`config.mk`:
```
export PLATFORM = sky130hd
export DESIGN_NAME = escape_sequence_decoder
export DESIGN_NICKNAME = d
export VERILOG_FILES = /design/src/esd_pkg.sv /design/src/esd_decode.sv /design/src/esd_outq.sv /design/src/escape_sequence_decoder.sv
export VERILOG_INCLUDE_DIRS = /design/src /design/src/src
export SDC_FILE = /design/constraint.sdc
export NUM_CORES = 1
export LEC_CHECK = 0
export BUFFER_PORTS_ARGS = -buffer_cell sky130_fd_sc_hd__buf_2
export CAP_MARGIN = 5
export CORE_UTILIZATION = 25
export CTS_CLUSTER_SIZE = 14
export DETAILED_ROUTE_END_ITERATION = 8
export GPL_ROUTABILITY_DRIVEN = 0
export GPL_TIMING_DRIVEN = 0
export PLACE_DENSITY = 0.39
export SKIP_CTS_REPAIR_TIMING = 1
export SYNTH_ARGS = -nofsm -noshare
export SYNTH_HDL_FRONTEND = slang
export SYNTH_SLANG_ARGS = --single-unit
```
`constraint.sdc`:
```
create_clock -name clk -period 4.2 [get_ports clk]
set_input_delay 0.42 -clock clk [delete_from_list [all_inputs] [get_ports clk]]
set_output_delay 0.42 -clock clk [all_outputs]
set_load 0.01 [all_outputs]
```
`src/assert_macros.svh`:
```
// Assertion macros shared by the RTL.
`ifndef ASSERT_MACROS_SVH
`define ASSERT_MACROS_SVH

`ifndef SYNTHESIS

`define ASSERT_CLK(label, clk, rst_n, prop, msg) \
  label: assert property (@(posedge clk) disable iff (!rst_n) prop) else $error(msg);

`define ASSERT_NEVER(label, clk, rst_n, expr, msg) \
  label: assert property (@(posedge clk) disable iff (!rst_n) !(expr)) else $error(msg);

`else

`define ASSERT_CLK(label, clk, rst_n, prop, msg)

`define ASSERT_NEVER(label, clk, rst_n, expr, msg)

`endif

`endif

```
`src/esd_pkg.sv`:
```
`timescale 1ns / 1ps
`default_nettype none

package esd_pkg;

  typedef struct packed {
    logic       kind;
    logic [7:0] char_byte;
  } in_word_t;

  typedef struct packed {
    logic [7:0] out_byte;
    logic       end_marker;
  } out_word_t;

  typedef enum logic [1:0] {
    MODE_NORMAL = 2'd0,
    MODE_ESCAPE = 2'd1,
    MODE_OCTAL  = 2'd2,
    MODE_HEX    = 2'd3
  } mode_t;

  // Decoder to queue: up to two words per input word.
  typedef struct packed {
    logic [1:0] push_cnt;
    out_word_t  w0;
    out_word_t  w1;
  } dec_res_t;

  localparam logic KIND_CHAR = 1'b0;
  localparam logic KIND_END  = 1'b1;

  localparam logic [7:0] CH_BSLASH = 8'h5C;
  localparam logic [7:0] CH_0      = 8'h30;
  localparam logic [7:0] CH_7      = 8'h37;
  localparam logic [7:0] CH_9      = 8'h39;
  localparam logic [7:0] CH_UA     = 8'h41;
  localparam logic [7:0] CH_UF     = 8'h46;
  localparam logic [7:0] CH_LA     = 8'h61;
  localparam logic [7:0] CH_LF     = 8'h66;
  localparam logic [7:0] CH_LB     = 8'h62;
  localparam logic [7:0] CH_LN     = 8'h6E;
  localparam logic [7:0] CH_LR     = 8'h72;
  localparam logic [7:0] CH_LT     = 8'h74;
  localparam logic [7:0] CH_LX     = 8'h78;

  localparam logic [7:0] CTL_BEL = 8'h07;
  localparam logic [7:0] CTL_BS  = 8'h08;
  localparam logic [7:0] CTL_LF  = 8'h0A;
  localparam logic [7:0] CTL_CR  = 8'h0D;
  localparam logic [7:0] CTL_TAB = 8'h09;

  localparam logic [7:0] HEX_TEN = 8'd10;

  localparam int QDEPTH = 4;
  localparam int QAW    = $clog2(QDEPTH);
  localparam int QCW    = $clog2(QDEPTH + 1);

  // {valid, value} of a hex digit.
  function automatic logic [4:0] hex_digit(input logic [7:0] c);
    logic [7:0] t;
    logic [4:0] r;
    t = 8'd0;
    r = 5'd0;
    if (c >= CH_0 && c <= CH_9) begin
      t = c - CH_0;
      r = {1'b1, t[3:0]};
    end else if (c >= CH_UA && c <= CH_UF) begin
      t = c - CH_UA + HEX_TEN;
      r = {1'b1, t[3:0]};
    end else if (c >= CH_LA && c <= CH_LF) begin
      t = c - CH_LA + HEX_TEN;
      r = {1'b1, t[3:0]};
    end
    return r;
  endfunction

endpackage

`default_nettype wire

```
`src/esd_decode.sv`:
```
`timescale 1ns / 1ps
`default_nettype none

`include "assert_macros.svh"

module esd_decode
  import esd_pkg::*;
(
  input  wire logic     clk,
  input  wire logic     rst_n,
  input  wire logic     accept,
  input  wire in_word_t in_word,
  output dec_res_t      res
);

  mode_t      mode_r, mode_nxt;
  logic [7:0] run_r, run_nxt;
  logic [7:0] c;
  logic [4:0] hd;
  out_word_t  run_w, chr_w, end_w;

  assign c     = in_word.char_byte;
  assign hd    = hex_digit(c);
  assign run_w = '{out_byte: run_r, end_marker: 1'b0};
  assign chr_w = '{out_byte: c, end_marker: 1'b0};
  assign end_w = '{out_byte: 8'd0, end_marker: 1'b1};

  always_comb begin
    mode_nxt     = mode_r;
    run_nxt      = run_r;
    res.push_cnt = 2'd0;
    res.w0       = '0;
    res.w1       = '0;
    if (in_word.kind == KIND_END) begin
      mode_nxt = MODE_NORMAL;
      run_nxt  = 8'd0;
      case (mode_r) inside
        MODE_OCTAL, MODE_HEX: begin
          res.w0       = run_w;
          res.w1       = end_w;
          res.push_cnt = 2'd2;
        end
        default: begin
          res.w0       = end_w;
          res.push_cnt = 2'd1;
        end
      endcase
    end else begin
      unique case (mode_r)
        MODE_NORMAL: begin
          if (c == CH_BSLASH) begin
            mode_nxt = MODE_ESCAPE;
          end else begin
            res.w0       = chr_w;
            res.push_cnt = 2'd1;
          end
        end
        MODE_ESCAPE: begin
          mode_nxt     = MODE_NORMAL;
          res.push_cnt = 2'd1;
          res.w0       = chr_w;
          unique case (c)
            CH_LA: res.w0.out_byte = CTL_BEL;
            CH_LB: res.w0.out_byte = CTL_BS;
            CH_LN: res.w0.out_byte = CTL_LF;
            CH_LR: res.w0.out_byte = CTL_CR;
            CH_LT: res.w0.out_byte = CTL_TAB;
            CH_0: begin
              res.push_cnt = 2'd0;
              run_nxt      = 8'd0;
              mode_nxt     = MODE_OCTAL;
            end
            CH_LX: begin
              res.push_cnt = 2'd0;
              run_nxt      = 8'd0;
              mode_nxt     = MODE_HEX;
            end
            default: res.w0 = chr_w;
          endcase
        end
        MODE_OCTAL, MODE_HEX: begin
          if (mode_r == MODE_OCTAL && c >= CH_0 && c <= CH_7) begin
            run_nxt = {run_r[4:0], c[2:0]};
          end else if (mode_r == MODE_HEX && hd[4]) begin
            run_nxt = {run_r[3:0], hd[3:0]};
          end else begin
            // run ends; the terminating byte is handled as plain text
            res.w0   = run_w;
            run_nxt  = 8'd0;
            mode_nxt = MODE_NORMAL;
            if (c == CH_BSLASH) begin
              mode_nxt     = MODE_ESCAPE;
              res.push_cnt = 2'd1;
            end else begin
              res.w1       = chr_w;
              res.push_cnt = 2'd2;
            end
          end
        end
        default: begin
          mode_nxt = MODE_NORMAL;
        end
      endcase
    end
  end

  always_ff @(posedge clk) begin
    if (!rst_n) begin
      mode_r <= MODE_NORMAL;
      run_r  <= 8'd0;
    end else if (accept) begin
      mode_r <= mode_nxt;
      run_r  <= run_nxt;
    end
  end

  `ASSERT_CLK(a_end_clears, clk, rst_n, (accept && in_word.kind == KIND_END) |=> (mode_r == MODE_NORMAL && run_r == 8'd0), "end of string must clear decode state")
  `ASSERT_CLK(a_escape_no_out, clk, rst_n, (accept && in_word.kind == KIND_CHAR && mode_r == MODE_NORMAL && c == CH_BSLASH) |-> (res.push_cnt == 2'd0), "backslash in text must emit nothing")
  `ASSERT_CLK(a_two_only_run, clk, rst_n, (res.push_cnt == 2'd2) |-> (mode_r == MODE_OCTAL || mode_r == MODE_HEX), "two words only when a run ends")

endmodule

`default_nettype wire

```
`src/esd_outq.sv`:
```
`timescale 1ns / 1ps
`default_nettype none

`include "assert_macros.svh"

module esd_outq
  import esd_pkg::*;
(
  input  wire logic      clk,
  input  wire logic      rst_n,
  input  wire dec_res_t  push,
  input  wire logic      pop,
  output logic           space_ok,
  output logic           head_vld,
  output out_word_t      head_word
);

  out_word_t            mem_r [QDEPTH];
  logic [QAW-1:0]       head_r, head_nxt;
  logic [QAW-1:0]       tail_r, tail_nxt;
  logic [QCW-1:0]       count_r, count_nxt;
  logic [QAW-1:0]       tail_p1;

  assign tail_p1   = tail_r + QAW'(1);
  assign space_ok  = count_r <= QCW'(QDEPTH - 2);
  assign head_vld  = count_r != '0;
  assign head_word = mem_r[head_r];

  always_comb begin
    head_nxt  = head_r + QAW'(pop);
    tail_nxt  = tail_r + QAW'(push.push_cnt);
    count_nxt = count_r + QCW'(push.push_cnt) - QCW'(pop);
  end

  always_ff @(posedge clk) begin
    if (push.push_cnt != 2'd0) begin
      mem_r[tail_r] <= push.w0;
    end
    if (push.push_cnt == 2'd2) begin
      mem_r[tail_p1] <= push.w1;
    end
  end

  always_ff @(posedge clk) begin
    if (!rst_n) begin
      head_r  <= '0;
      tail_r  <= '0;
      count_r <= '0;
    end else begin
      head_r  <= head_nxt;
      tail_r  <= tail_nxt;
      count_r <= count_nxt;
    end
  end

  `ASSERT_NEVER(a_overflow, clk, rst_n, count_r > QCW'(QDEPTH), "word queue overflow")
  `ASSERT_CLK(a_push_space, clk, rst_n, (push.push_cnt != 2'd0) |-> space_ok, "push without room for two words")
  `ASSERT_CLK(a_pop_nonempty, clk, rst_n, pop |-> head_vld, "pop from empty queue")
  `ASSERT_NEVER(a_bad_cnt, clk, rst_n, push.push_cnt == 2'd3, "illegal push count")

endmodule

`default_nettype wire

```
`src/escape_sequence_decoder.sv`:
```
// Escape sequence decoder.
// Input channel: one word per text byte (kind 0) or an end-of-string word
// (kind 1); accepted on a clock edge with in_valid high and in_stall low.
// Output channel: decoded bytes in order, followed by an end marker word
// for every end-of-string input; taken on out_valid high and out_stall low.
// Backslash escapes are decoded; octal and hex runs emit one byte when a
// non-digit or end of string ends them.
// Results are written into the output queue; out_* shows its head.
// Throughput: one input word per cycle while out_stall is low and each
// word yields at most one result; a word that closes a run yields two, so
// the four-entry output queue drains one word per cycle and in_stall rises
// when fewer than two entries are free.
// When the receiver stalls, queued words hold and the input keeps being
// taken until the queue is nearly full.
// Reset (rst_n low, synchronous) empties the queue and returns the decoder
// to plain text mode with a zero run value.
`timescale 1ns / 1ps
`default_nettype none

module escape_sequence_decoder
  import esd_pkg::*;
(
  input  wire logic      clk,
  input  wire logic      rst_n,
  input  wire logic      in_valid,
  output logic           in_stall,
  input  wire in_word_t  in_word,
  output logic           out_valid,
  input  wire logic      out_stall,
  output out_word_t      out_word
);

  logic     accept;
  logic     space_ok;
  logic     pop;
  dec_res_t res;
  dec_res_t push;

  assign in_stall = !space_ok;
  assign accept   = in_valid && space_ok;
  assign pop      = out_valid && !out_stall;

  always_comb begin
    push = res;
    if (!accept) begin
      push.push_cnt = 2'd0;
    end
  end

  esd_decode u_decode (
    .clk     (clk),
    .rst_n   (rst_n),
    .accept  (accept),
    .in_word (in_word),
    .res     (res)
  );

  esd_outq u_outq (
    .clk       (clk),
    .rst_n     (rst_n),
    .push      (push),
    .pop       (pop),
    .space_ok  (space_ok),
    .head_vld  (out_valid),
    .head_word (out_word)
  );

endmodule

`default_nettype wire
```
# [After elaboration in Yosys (flattened, before gate mapping)]
# Memory sizes are Yosys's and may differ from the RTL's. A register that Yosys moved wholly into a read port is not among the register bits.
# Cells that the tools add are included.
[classes] muxes=33 eq_ne=16 n_bitwise=0 n_addsub=10 shift=0 reduce_logical=18 magnitude_cmp=8 div=0 mul=0
[ops] operator="20-bit 2-to-1 mux" count=3
[ops] operator="8-bit by 7-bit == test with 1-bit output (second input constant)" count=7
[ops] operator="8-bit case mux with 5 select lines" count=1
[ops] operator="11-bit case mux with 3 select lines" count=1
[ops] operator="8-bit 2-to-1 mux" count=4
[ops] operator="9-bit 2-to-1 mux" count=2
[ops] operator="8-bit by 7-bit greater-or-equal comparator with 1-bit output (second input constant)" count=2
[ops] operator="8-bit by 6-bit <= comparator with 1-bit output (second input constant)" count=2
[ops] operator="8-bit by 7-bit <= comparator with 1-bit output (second input constant)" count=2
[ops] operator="8-bit case mux with 2 select lines" count=1
[ops] operator="5-bit 2-to-1 mux" count=3
[ops] operator="2-bit 2-to-1 mux" count=7
[ops] operator="4-bit by 1-bit subtractor with 4-bit output (second input constant)" count=3
[ops] operator="11-bit 2-to-1 mux" count=1
[ops] operator="10-bit 2-to-1 mux" count=1
[ops] operator="3-bit != test (second input constant)" count=3
[ops] operator="4-bit adder (second input constant)" count=2
[ops] operator="8-bit by 6-bit == test with 1-bit output (second input constant)" count=1
[ops] operator="8-bit by 6-bit greater-or-equal comparator with 1-bit output (second input constant)" count=1
[ops] operator="1-bit logical AND" count=8
[ops] operator="1-bit 2-to-1 mux" count=7
[ops] operator="2-bit == test (second input constant)" count=3
[ops] operator="2-bit case mux with 3 select lines" count=1
[ops] operator="3-bit nonzero test" count=2
[ops] operator="15 further kinds" count=17
[totals] ramBits=36 input_bits=13 memories=1 reg_bits=17 mem_bits_ro=0 word_cells=91 latch_bits=0 output_inout_bits=11
[memory_table] name="u_outq.mem_r" depth=4 word_bits=9 read_ports=1 rd_clocked_by_memory_dff=1 wr=2 line="esd_outq.sv:18" text="out_word_t mem_r [QDEPTH];"

# [Depth between registers and ports, before layout]
# Gate-level depths: netlist of the first run.
[logic_depth] depth_word=14 depth_mapped=13

# [Cells and area by module]
# Synthesis of the first run repeated with hierarchy kept, for this count alone.
[hier_totals] hier_cells=291 area_unflattened_um2=3428.3
[modules_own_cells] module="esd_outq" area_per_inst_um2=2223.4 cells_each=131 instances=1
[modules_own_cells] module="esd_decode" area_per_inst_um2=1174.9 cells_each=155 instances=1
[modules_own_cells] module="escape_sequence_decoder" area_per_inst_um2=30.0 cells_each=5 instances=1

# [Least setup slack after synthesis of the first run]
# Ideal clock, no wire load.
[synth_timing] path_kind="input to register" startpoint="in in_word[1] in the netlist's numbering" endpoint="mem u_outq.mem_r[0][0] in the netlist's numbering (enable)" cell_stages=9 t_arrival_ns=2.689 slack_ns=1.121 t_required_ns=3.810 setup_time_ns=0.390 cell_sequence="clkbuf_2 -> inv_1 -> ha_1 -> and3_1 -> and2_4 -> a311oi_4 -> o21ai_2 -> nor2b_1 -> o31ai_1"
[synth_lines] element="from (decl)" line="escape_sequence_decoder.sv:27" text="input wire in_word_t in_word,"
[synth_lines] element="to (decl)" line="esd_outq.sv:18"

# [Worst setup path after layout of the first run]
[layout_timing] startpoint="in in_word[1] in the netlist's numbering" endpoint="reg u_outq.count_r[2]"
[layout_via] elab_chain_cells=13 elab_cells_between_ends=30 classes_between="add/sub (2); order compare (7); eq/ne (3); mux (11); reduce/logical (7)"
[layout_rtl] element="8-bit by 7-bit greater-or-equal comparator with 1-bit output or 8-bit by 7-bit <= comparator with 1-bit output (tied branches)" line="esd_pkg.sv:71" text="end else if (c >= CH_LA && c <= CH_LF) begin"
[layout_rtl] element="1-bit logical AND" line="esd_pkg.sv:71"
[layout_rtl] element="5-bit 2-to-1 mux" line="esd_pkg.sv:71"
[layout_rtl] element="5-bit 2-to-1 mux" line="esd_pkg.sv:68" text="end else if (c >= CH_UA && c <= CH_UF) begin"
[layout_rtl] element="5-bit 2-to-1 mux" line="esd_pkg.sv:65" text="if (c >= CH_0 && c <= CH_9) begin"
[layout_rtl] element="1-bit logical AND" line="esd_decode.sv:84" text="end else if (mode_r == MODE_HEX && hd[4]) begin"
[layout_rtl] element="20-bit 2-to-1 mux" line="esd_decode.sv:84"
[layout_rtl] element="20-bit 2-to-1 mux" line="esd_decode.sv:82" text="if (mode_r == MODE_OCTAL && c >= CH_0 && c <= CH_7) begin"
[layout_rtl] element="11-bit case mux with 3 select lines (*)" line="esd_decode.sv:49" text="unique case (mode_r)"
[layout_rtl] element="20-bit 2-to-1 mux (*)" line="esd_decode.sv:34" text="if (in_word.kind == KIND_END) begin"
[layout_rtl] element="2-bit 2-to-1 mux (*)" line="escape_sequence_decoder.sv:45" text="if (!accept) begin"
[layout_rtl] element="3-bit by 2-bit adder with 3-bit output (*)" line="esd_outq.sv:32" text="count_nxt = count_r + QCW'(push.push_cnt) - QCW'(pop);"
[layout_rtl] element="3-bit by 1-bit subtractor with 3-bit output (*)" line="esd_outq.sv:32"
[layout_rtl] element="to (signal assigned)" line="esd_outq.sv:52" text="count_r <= count_nxt;"
[layout_rtl] element="to (decl)" line="esd_outq.sv:21" text="logic [QCW-1:0] count_r, count_nxt;"
# Mark *: on every way between the ends. The rest lies on a longest branch, timed or not.
# A chain may end at the register's enable or synchronous reset.

==> results.yml, run 1 <==
placement:
  portBuffers: 20
  dp.final_hpwl_um: 7370
  dpl_worst_slack_ns: 0.593
  place_inst: 528
drt:
  drc: 0
  vias: 2716
  drt_iter0_markers: 227
  routedWlPerCell_um: 18.2
  via_per_inst: 5.07
  postRouteAntennaNets: 0
  first_pass_iters: 5
  routed_wl_um: 9780
setup_path:
  worstPathMaxFanout: 8
  endpoint_kind: "register"
  crit_arrival_ns: 3.46
  crit_required_ns: 4.39
  startpoint: "in_word[1]"
  start_kind: "input port"
  timing.rr.start: "u_decode.mode_r[0]$_SDFFE_PN0P_"
  path_class: "input port to register"
floorplanning:
  die_area_um2: 14500
  start_util_pct: 26.1
  die_y_um: 121
  num_rows: 42
  ioPinCount: 24
  core_area_um2: 13500
  die_w_um: 121
clock_network:
  clkSinkCount: 53
  clkLatencyLatePin_ns: 0.29
  h-tree-depth: 2
  cts_buffers: 5
  clock-root-buffer: "clkbuf_16"
  cts_buffer_depth: 2
  cts_tree: "built"
  clk_pin_slew_ns: 0.07
min_path:
  hp-start: "rst_n"
  hp-class: "input port to register"
sta:
  hold_slack_ns: 0.465
  slew_headroom_pct: 34.1
  drv_slew: 0
  fin_skew_ns: 0.00812
  min_period_ns: 3.27
  rsz0062_at_grt: "no"
  hold_viol: 0
  fin_ws_ns: 0.928
  post-route-period-util_pct: 77.9
  tns_ns: 0
  max_freq_ghz: 0.306
  worstMarginPinSlew_ns: 0.985
  setup_viol: 0
yosys:
  netlist_instances: 331
  avgSynthCellArea_um2: 10.6
  synth_area_um2: 3510
  syn-num-nets: 355
  synthFlopType: "edfxtp_1"
  synth_edf_count: 36
  yosysWarningCount: 0
  yosysSeqAreaShare_pct: 40.4
  synth.distinct_cells: 69
  synth_seq_cells: 53
  ys_async_sr_fraction_pct: 0
global_route:
  grt_max_degree: 16
  overflow: 0
  antenna_found_initial: 0
  grt_pass1_wl_um: 15600
  grt_pass1_vias: 2681
  track_usage_pct: 14.3
power:
  leakage_nw: 1.37
  p_per_area_nw_per_um2: 377
  vdd_drop_max_mv: 0.159
final_layout:
  area_growth_pct: 13.4
  drive_gt1_share_pct: 21.1
  final_util_pct: 29.6
  nNetsFinal: 383
  multi_input_area_um2: 1900
  diodes: 0
  final_cells: 536
  layout.area.seq_um2: 1420
  n_fill_cell: 1443
run:
  cap_violations: 0
status:
  status: "finished, final reports clean"
==> placed cells by master (no fill, tap or decap), types with 5 or more instances in the layout <==
master	netlist	final
and2_1	19	19
buf_2	4	24
nor2_1	11	11
clkbuf_16	0	5
nand2_1	20	20
a21oi_1	24	24
o21ai_0	15	15
ha_1	10	10
dfxtp_1	17	17
edfxtp_1	36	36
nor2b_1	5	5
mux2i_1	14	14
nand3_1	12	12
o21ai_1	11	11
a21oi_2	5	5
xnor2_1	6	6
mux4_2	9	9
inv_1	14	14
clkbuf_1	10	10
buf_6	6	6
==> metrics by stage <==
stage / cell area (um2) / power [mW]
after global placement: 3830 / 1.11
after detailed placement: 3850 / 1.12
after global routing: 3990 / 1.59
final: 3990 / 1.50
after floorplan: 3510 / 0.971
after CTS: 3990 / 1.53
==> power breakdown <==
part           switching (mW)  total (mW)  internal [mW]
Sequential             0.0245       0.650          0.625
Clock                   0.184       0.401          0.216
Combinational           0.248       0.454          0.206
Total                   0.457        1.50           1.05
==> sequential cells by signal (all words and copies together), names as in the netlist <==
register         count
u_outq.tail_r        2
u_decode.mode_r      2
u_outq.count_r       3
u_decode.run_r       8
u_outq.mem_r        36
u_outq.head_r        2
==> final timing paths <==
kind	end	slack, ns	cells past startpoint
setup / recovery	u_outq.count_r[2]$_SDFF_PN0_	0.93	14
hold / removal	u_decode.mode_r[0]$_SDFFE_PN0P_	0.46	2
setup reg to reg	u_outq.mem_r[1][3]$_DFFE_PP_	1.31	6
hold reg to reg	u_outq.head_r[0]$_SDFF_PN0_	0.59	2
==> metal layers <==
layer	vias up	global-route usage [%]	share of wire [%]
li1	1307	-	-
met1	1342	20.3	49
met2	61	22.7	46
met3	6	2.03	3.6
met4	0	3.55	0.79
met5	-	0	0
==> kinds of logic (layout without fill, tap and decap cells) <==
| logic type | count (synthesis) | in the layout | synth area share (%) |
|---|---|---|---|
| and+or+nand+nor | 102 | 102 | 18.0 |
| AOI/OAI and AO/OA | 96 | 96 | 19.8 |
| DFF | 53 | 53 | 40.4 |
| buffers and inverters | 37 | 66 | 5.62 |
| muxes | 23 | 23 | 9.75 |
| adders and majority gates | 11 | 11 | 4.13 |
| xor gates and xnor gates | 9 | 9 | 2.24 |
==> synthesized netlist by cell type (5+ instances only) <==
master / instances / area share, %
edfxtp_1: 36 / 31
inv_1: 14 / 1.5
nand2_1: 20 / 2.1
o21ai_1: 11 / 1.6
nand3_1: 12 / 1.7
o21ai_0: 15 / 2.1
nor2b_1: 5 / 0.89
nor2_1: 11 / 1.2
ha_1: 10 / 3.6
clkbuf_1: 10 / 1.1
mux4_2: 9 / 5.8
a21oi_2: 5 / 1.2
a21oi_1: 24 / 3.4
buf_6: 6 / 1.9
mux2i_1: 14 / 4.0
xnor2_1: 6 / 1.5
and2_1: 19 / 3.4
dfxtp_1: 17 / 9.7
==> cell type report <==
cell class,instances,area share [%]
buffer,23,3.64
clock buffer,5,3.14
clock inverter,3,0.314
inverter,14,1.32
multi-input combinational,241,47.7
sequential,53,35.7
tap,176,5.53
timing repair buffer,21,2.70
==> worst max-delay path, stage by stage <==
cell	delay, ns
buf_2	0.10
clkbuf_2	0.21
inv_1	0.12
ha_1	0.29
and3_1	0.27
and2_4	0.20
a311oi_4	0.44
o21ai_2	0.15
ha_1	0.31
inv_1	0.05
fa_1	0.43
xnor2_1	0.22
xnor2_1	0.08
and2_1	0.15
No activity file was read; power rests on OpenSTA's default activity.
==> inputs of run 2 (changes only) <==
Settings changed: PLACE_DENSITY 0.39 to 0.4.
Clock period 4.2 ns to 2.9 ns, I/O delays scaled along.
==> results.yml, run 2 (synthesized netlist as in run 1, its figures left out) <==
final_layout:
  reg.largest.list: "u_outq.mem_r: 36 flops, u_decode.run_r: 8 flops, u_outq.count_r: 3 flops"
  drive_gt1_share_pct: 26.2
  layout.area.seq_um2: 1420
  multi_input_area_um2: 1950
  n_fill_cell: 1462
  layout_commonest_cell: "edfxtp_1"
  nNetsFinal: 390
  layout_common_cells: "edfxtp_1, a21oi_1, buf_2, nand2_1, and2_1"
  largest_register_ffs: 36
  final_area_um2: 4120
  diodes: 0
  regMostFlops: "u_outq.mem_r"
  final_util_pct: 30.6
  area_growth_pct: 17.2
drt:
  routed_wl_um: 9940
  drt_iter0_markers: 227
  first_pass_iters: 4
  postRouteAntennaNets: 0
  vias: 2712
  routedWlPerCell_um: 18.3
  via_per_inst: 4.99
  drc: 0
sta:
  hold_viol: 0
  fin_skew_ns: 0.00835
  setup_viol: 0
  slew_headroom_pct: 40.7
  drv_slew: 0
  max_freq_ghz: 0.360
  post-route-period-util_pct: 95.7
  fin_ws_ns: 0.126
  min_period_ns: 2.77
  rsz0062_at_grt: "yes"
  worstMarginPinSlew_ns: 0.890
  tns_ns: 0
floorplanning:
  num_rows: 42
  die_w_um: 121
  die_y_um: 121
  die_area_um2: 14500
  core_area_um2: 13500
  ioPinCount: 24
  start_util_pct: 26.1
power:
  p_per_area_nw_per_um2: 545
  p_total_mw: 2.25
  vdd_drop_max_mv: 0.199
  leakage_nw: 1.41
clock_network:
  h-tree-depth: 2
  clkSinkCount: 53
  cts_tree: "built"
  clkLatencyLatePin_ns: 0.30
  cts_buffer_depth: 2
  cts_buffers: 5
  clk_pin_slew_ns: 0.07
  clock-root-buffer: "clkbuf_16"
setup_path:
  endpoint_kind: "register"
  path_class: "input port to register"
  timing.rr.start: "u_decode.mode_r[1]$_SDFFE_PN0P_"
  crit_arrival_ns: 2.97
  start_kind: "input port"
  crit_required_ns: 3.10
  worstPathMaxFanout: 9
  startpoint: "in_word[0]"
global_route:
  overflow: 0
  use_met2_pct: 22.4
  busiest_layer: "met2"
  met1_usage_pct: 20.2
  grt_pass1_vias: 2732
  grt_pass1_wl_um: 15900
  grt_util_met3_pct: 2.50
  antenna_found_initial: 0
  grt_max_degree: 17
  track_usage_pct: 14.6
run:
  cap_violations: 0
placement:
  portBuffers: 20
  dpl_worst_slack_ns: -0.712
  placed_area_um2: 3840
  dp.final_hpwl_um: 7290
status:
  status: "finished, final reports clean"
min_path:
  hp-start: "rst_n"
  hp-class: "input port to register"
==> run 2: power breakdown <==
| part | switching, mW | internal, mW |
|---|---|---|
| registers | 0.0389 | 0.905 |
| clock network | 0.284 | 0.318 |
| logic | 0.371 | 0.329 |
| total | 0.694 | 1.55 |
==> run 2: final timing paths <==
kind,to,slack [ns],cells past startpoint
max,u_outq.count_r[2]$_SDFF_PN0_,0.13,13
min,u_decode.mode_r[0]$_SDFFE_PN0P_,0.32,2
max reg2reg,u_outq.mem_r[0][6]$_DFFE_PP_,0.23,10
min reg2reg,u_outq.head_r[0]$_SDFF_PN0_,0.60,2
==> run 2: layout make-up <==
class,count,area share (%)
Buffer,22,3.40
Timing Repair Buffer,29,4.50
Multi-Input combinational cell,241,47.4
Clock inverter,3,0.425
Sequential cell,53,34.5
Inverter,14,1.37
Tap cell,176,5.35
Clock buffer,5,3.04
==> run 2: critical path, stage by stage <==
cell and delay (ns):
clkbuf_4 0.20, clkinvlp_4 0.18, ha_4 0.22, and3_1 0.24, and2_4 0.20, a311oi_4 0.26
o21ai_2 0.14, ha_1 0.30, inv_1 0.05, fa_1 0.46, xnor2_2 0.17, xnor2_1 0.12
and2_1 0.15
==> run 2: layer usage <==
layer / wire length, um / vias to the layer above / share of wire, %
met4: 251 / 0 / 2.5
met1: 4770 / 1319 / 48
met3: 395 / 17 / 4.0
met2: 4530 / 60 / 46
li1: - / 1316 / -
met5: 0 / - / 0
==> run 2: per-stage QoR <==
stage	hold WS [ns]	std cells
detailed placement	0.592	527
floorplan	0.412	331
CTS	0.322	535
finish	0.320	543
global placement	0.563	527
global route	0.330	543
==> inputs of run 3 (changes only) <==
Settings changed: ABC_AREA from default to 1, REMOVE_ABC_BUFFERS from default to 1.
==> results.yml, run 3 <==
status:
  status: "finished, final reports clean"
power:
  clkPwrFrac_pct: 20.0
  leakage_nw: 2.03
  p_per_area_nw_per_um2: 692
  p_int_mw: 1.78
  switching_share_pct: 42.1
  p_total_mw: 3.07
  p_seq_share_pct: 36.0
  vdd_drop_max_mv: 0.249
  pwr-share-comb_pct: 44.0
  p_sw_mw: 1.29
placement:
  dpl_worst_slack_ns: -0.888
  dp.final_hpwl_um: 8110
  portBuffers: 23
  place_inst: 711
  placed_area_um2: 4030
final_layout:
  diodes: 0
  final_cells: 747
  reg.largest.list: "u_outq.mem_r: 36 flops, u_decode.run_r: 8 flops, u_outq.count_r: 3 flops"
  final_area_um2: 4440
  layout_commonest_cell: "nand2_1"
  drive_gt1_share_pct: 17.6
  layout_common_cells: "nand2_1, nor2_1, inv_1, nand3_1, edfxtp_1"
  n_fill_cell: 1602
  final_util_pct: 30.3
  regMostFlops: "u_outq.mem_r"
  nNetsFinal: 586
  largest_register_ffs: 36
  area_growth_pct: 17.0
floorplanning:
  ioPinCount: 24
  num_rows: 44
  start_util_pct: 25.9
  die_w_um: 125
  core_area_um2: 14600
  die_area_um2: 15700
  die_y_um: 125
sta:
  post-route-period-util_pct: 92.2
  hold_viol: 0
  slew_headroom_pct: 38.6
  setup_viol: 0
  worstMarginPinSlew_ns: 0.918
  max_freq_ghz: 0.374
  tns_ns: 0
  hold_slack_ns: 0.294
  drv_slew: 0
  rsz0062_at_grt: "no"
  fin_ws_ns: 0.225
  fin_skew_ns: 0.0130
  min_period_ns: 2.67
global_route:
  antenna_found_initial: 0
  grt_max_degree: 37
  track_usage_pct: 14.8
  grt_pass1_wl_um: 18400
  grt_pass1_vias: 3303
  overflow: 0
drt:
  first_pass_iters: 7
  route.met2.wl_um: 5330
  vias: 3676
  drt_iter0_markers: 303
  routedWlPerCell_um: 15.9
  postRouteAntennaNets: 0
  drc: 0
  wl_met3_um: 589
  met1_length_um: 5730
  routed_wl_um: 11800
  via_per_inst: 4.92
  highest_layer: "met4"
yosys:
  yosysMostFrequentCell: "nand2_1"
  synth_edf_count: 36
  yosys.area.top_type_share_pct: 28.5
  synth.distinct_cells: 35
  synth.area.top_cells: "edfxtp_1, nand2_1, dfxtp_1"
  netlist_instances: 525
  yosysWarningCount: 0
  ys_top_cells_by_count: "nand2_1, nor2_1, inv_1"
  yosysSeqAreaShare_pct: 37.5
  ys_async_sr_fraction_pct: 0
  synthFlopType: "edfxtp_1"
  synth_seq_cells: 53
  yosys.area.top_type: "edfxtp_1"
  avgSynthCellArea_um2: 7.22
  synth_area_um2: 3790
setup_path:
  crit_required_ns: 2.83
  path_class: "input port to register"
  start_kind: "input port"
  crit_arrival_ns: 2.61
  worstPathMaxFanout: 10
  worstPathCellList: "clkbuf_4, clkinvlp_4, ha_1, inv_1, nor2_1, o21ai_2, nand2_2, nand2_4, nand2_4, nand2_8, nand3_4, nand2_8, buf_4, buf_4, nand3_4, nand2_1"
  cp_slowest_cell: "nand2_1"
  endpoint_kind: "register"
  critPathMaxStageDelay_ns: 0.50
clock_network:
  cts_buffers: 5
  clk_pin_slew_ns: 0.07
  cts_buffer_depth: 2
  h-tree-depth: 2
  clkSinkCount: 53
  clock-root-buffer: "clkbuf_16"
  cts_tree: "built"
  clkLatencyLatePin_ns: 0.30
run:
  cap_violations: 0
min_path:
  hp-class: "input port to register"
run 3: changes by cell type after synthesis, sizes merged, moves of 14 or more:
cell,change
and2,-20
inv,+36
mux2i,-14
nand2,+150
nand3,+38
nand4,+29
nor2,+54
run 3: worst max-delay path: cells and delay by family:
family,cells,cell delay [ns]
AND/OR/NAND/NOR,9,1.30
adder cells (fa/ha/maj),1,0.21
AO/OA/AOI/OAI,1,0.15
buffers and inverters,5,0.67
run 3: final cells by class:
class | instances | area, um2 | share of cell area (%)
clock buffer | 6 | 129 | 2.90
clock inverter | 2 | 13.8 | 0.310
inverter | 52 | 203 | 4.57
multi-input combinational | 401 | 2110 | 47.6
sequential | 53 | 1430 | 32.1
tap | 184 | 230 | 5.19
timing repair buffer | 48 | 318 | 7.16
timing repair inverter | 1 | 5.00 | 0.113
run 3: layer usage:
metal  vias to the layer above  global-route usage (%)
li1                       1839                       -
met3                        17                    2.18
met2                       103                    22.9
met4                         0                    4.16
met5                         -                       0
met1                      1717                    21.4
run 3: kinds of logic (layout without fill, tap and decap cells):
| kind of cell | after synthesis | count (layout) | synth area share [%] |
|---|---|---|---|
| simple gates | 322 | 324 | 40.0 |
| buf+inv | 73 | 109 | 8.05 |
| compound gates | 61 | 61 | 9.44 |
| flops | 53 | 53 | 37.5 |
| fa+ha+maj | 11 | 11 | 3.83 |
| xor+xnor | 5 | 5 | 1.16 |
run 3: power by group through the flow:
stage | Sequential (mW) | Combinational [mW] | Clock, mW
2_1_floorplan | 1.09 | 0.808 | 0
3_3_place_gp | 1.13 | 1.18 | 0
3_5_place_dp | 1.13 | 1.19 | 0
4_1_cts | 1.12 | 1.20 | 0.623
5_1_grt | 1.13 | 1.53 | 0.651
6_report | 1.10 | 1.35 | 0.613
run 3: worst paths after layout:
path	end	startpoint	cells past startpoint	slack, ns
worst max-delay path	u_outq.mem_r[2][3]$_DFFE_PP_	in_word[0]	16	0.23
worst min-delay path	u_outq.head_r[0]$_SDFF_PN0_	rst_n	3	0.29
worst max register to register	u_outq.mem_r[0][5]$_DFFE_PP_	u_outq.count_r[2]$_SDFF_PN0_	5	0.33
worst min register to register	u_decode.run_r[7]$_SDFFE_PN0P_	u_decode.run_r[7]$_SDFFE_PN0P_	2	0.48
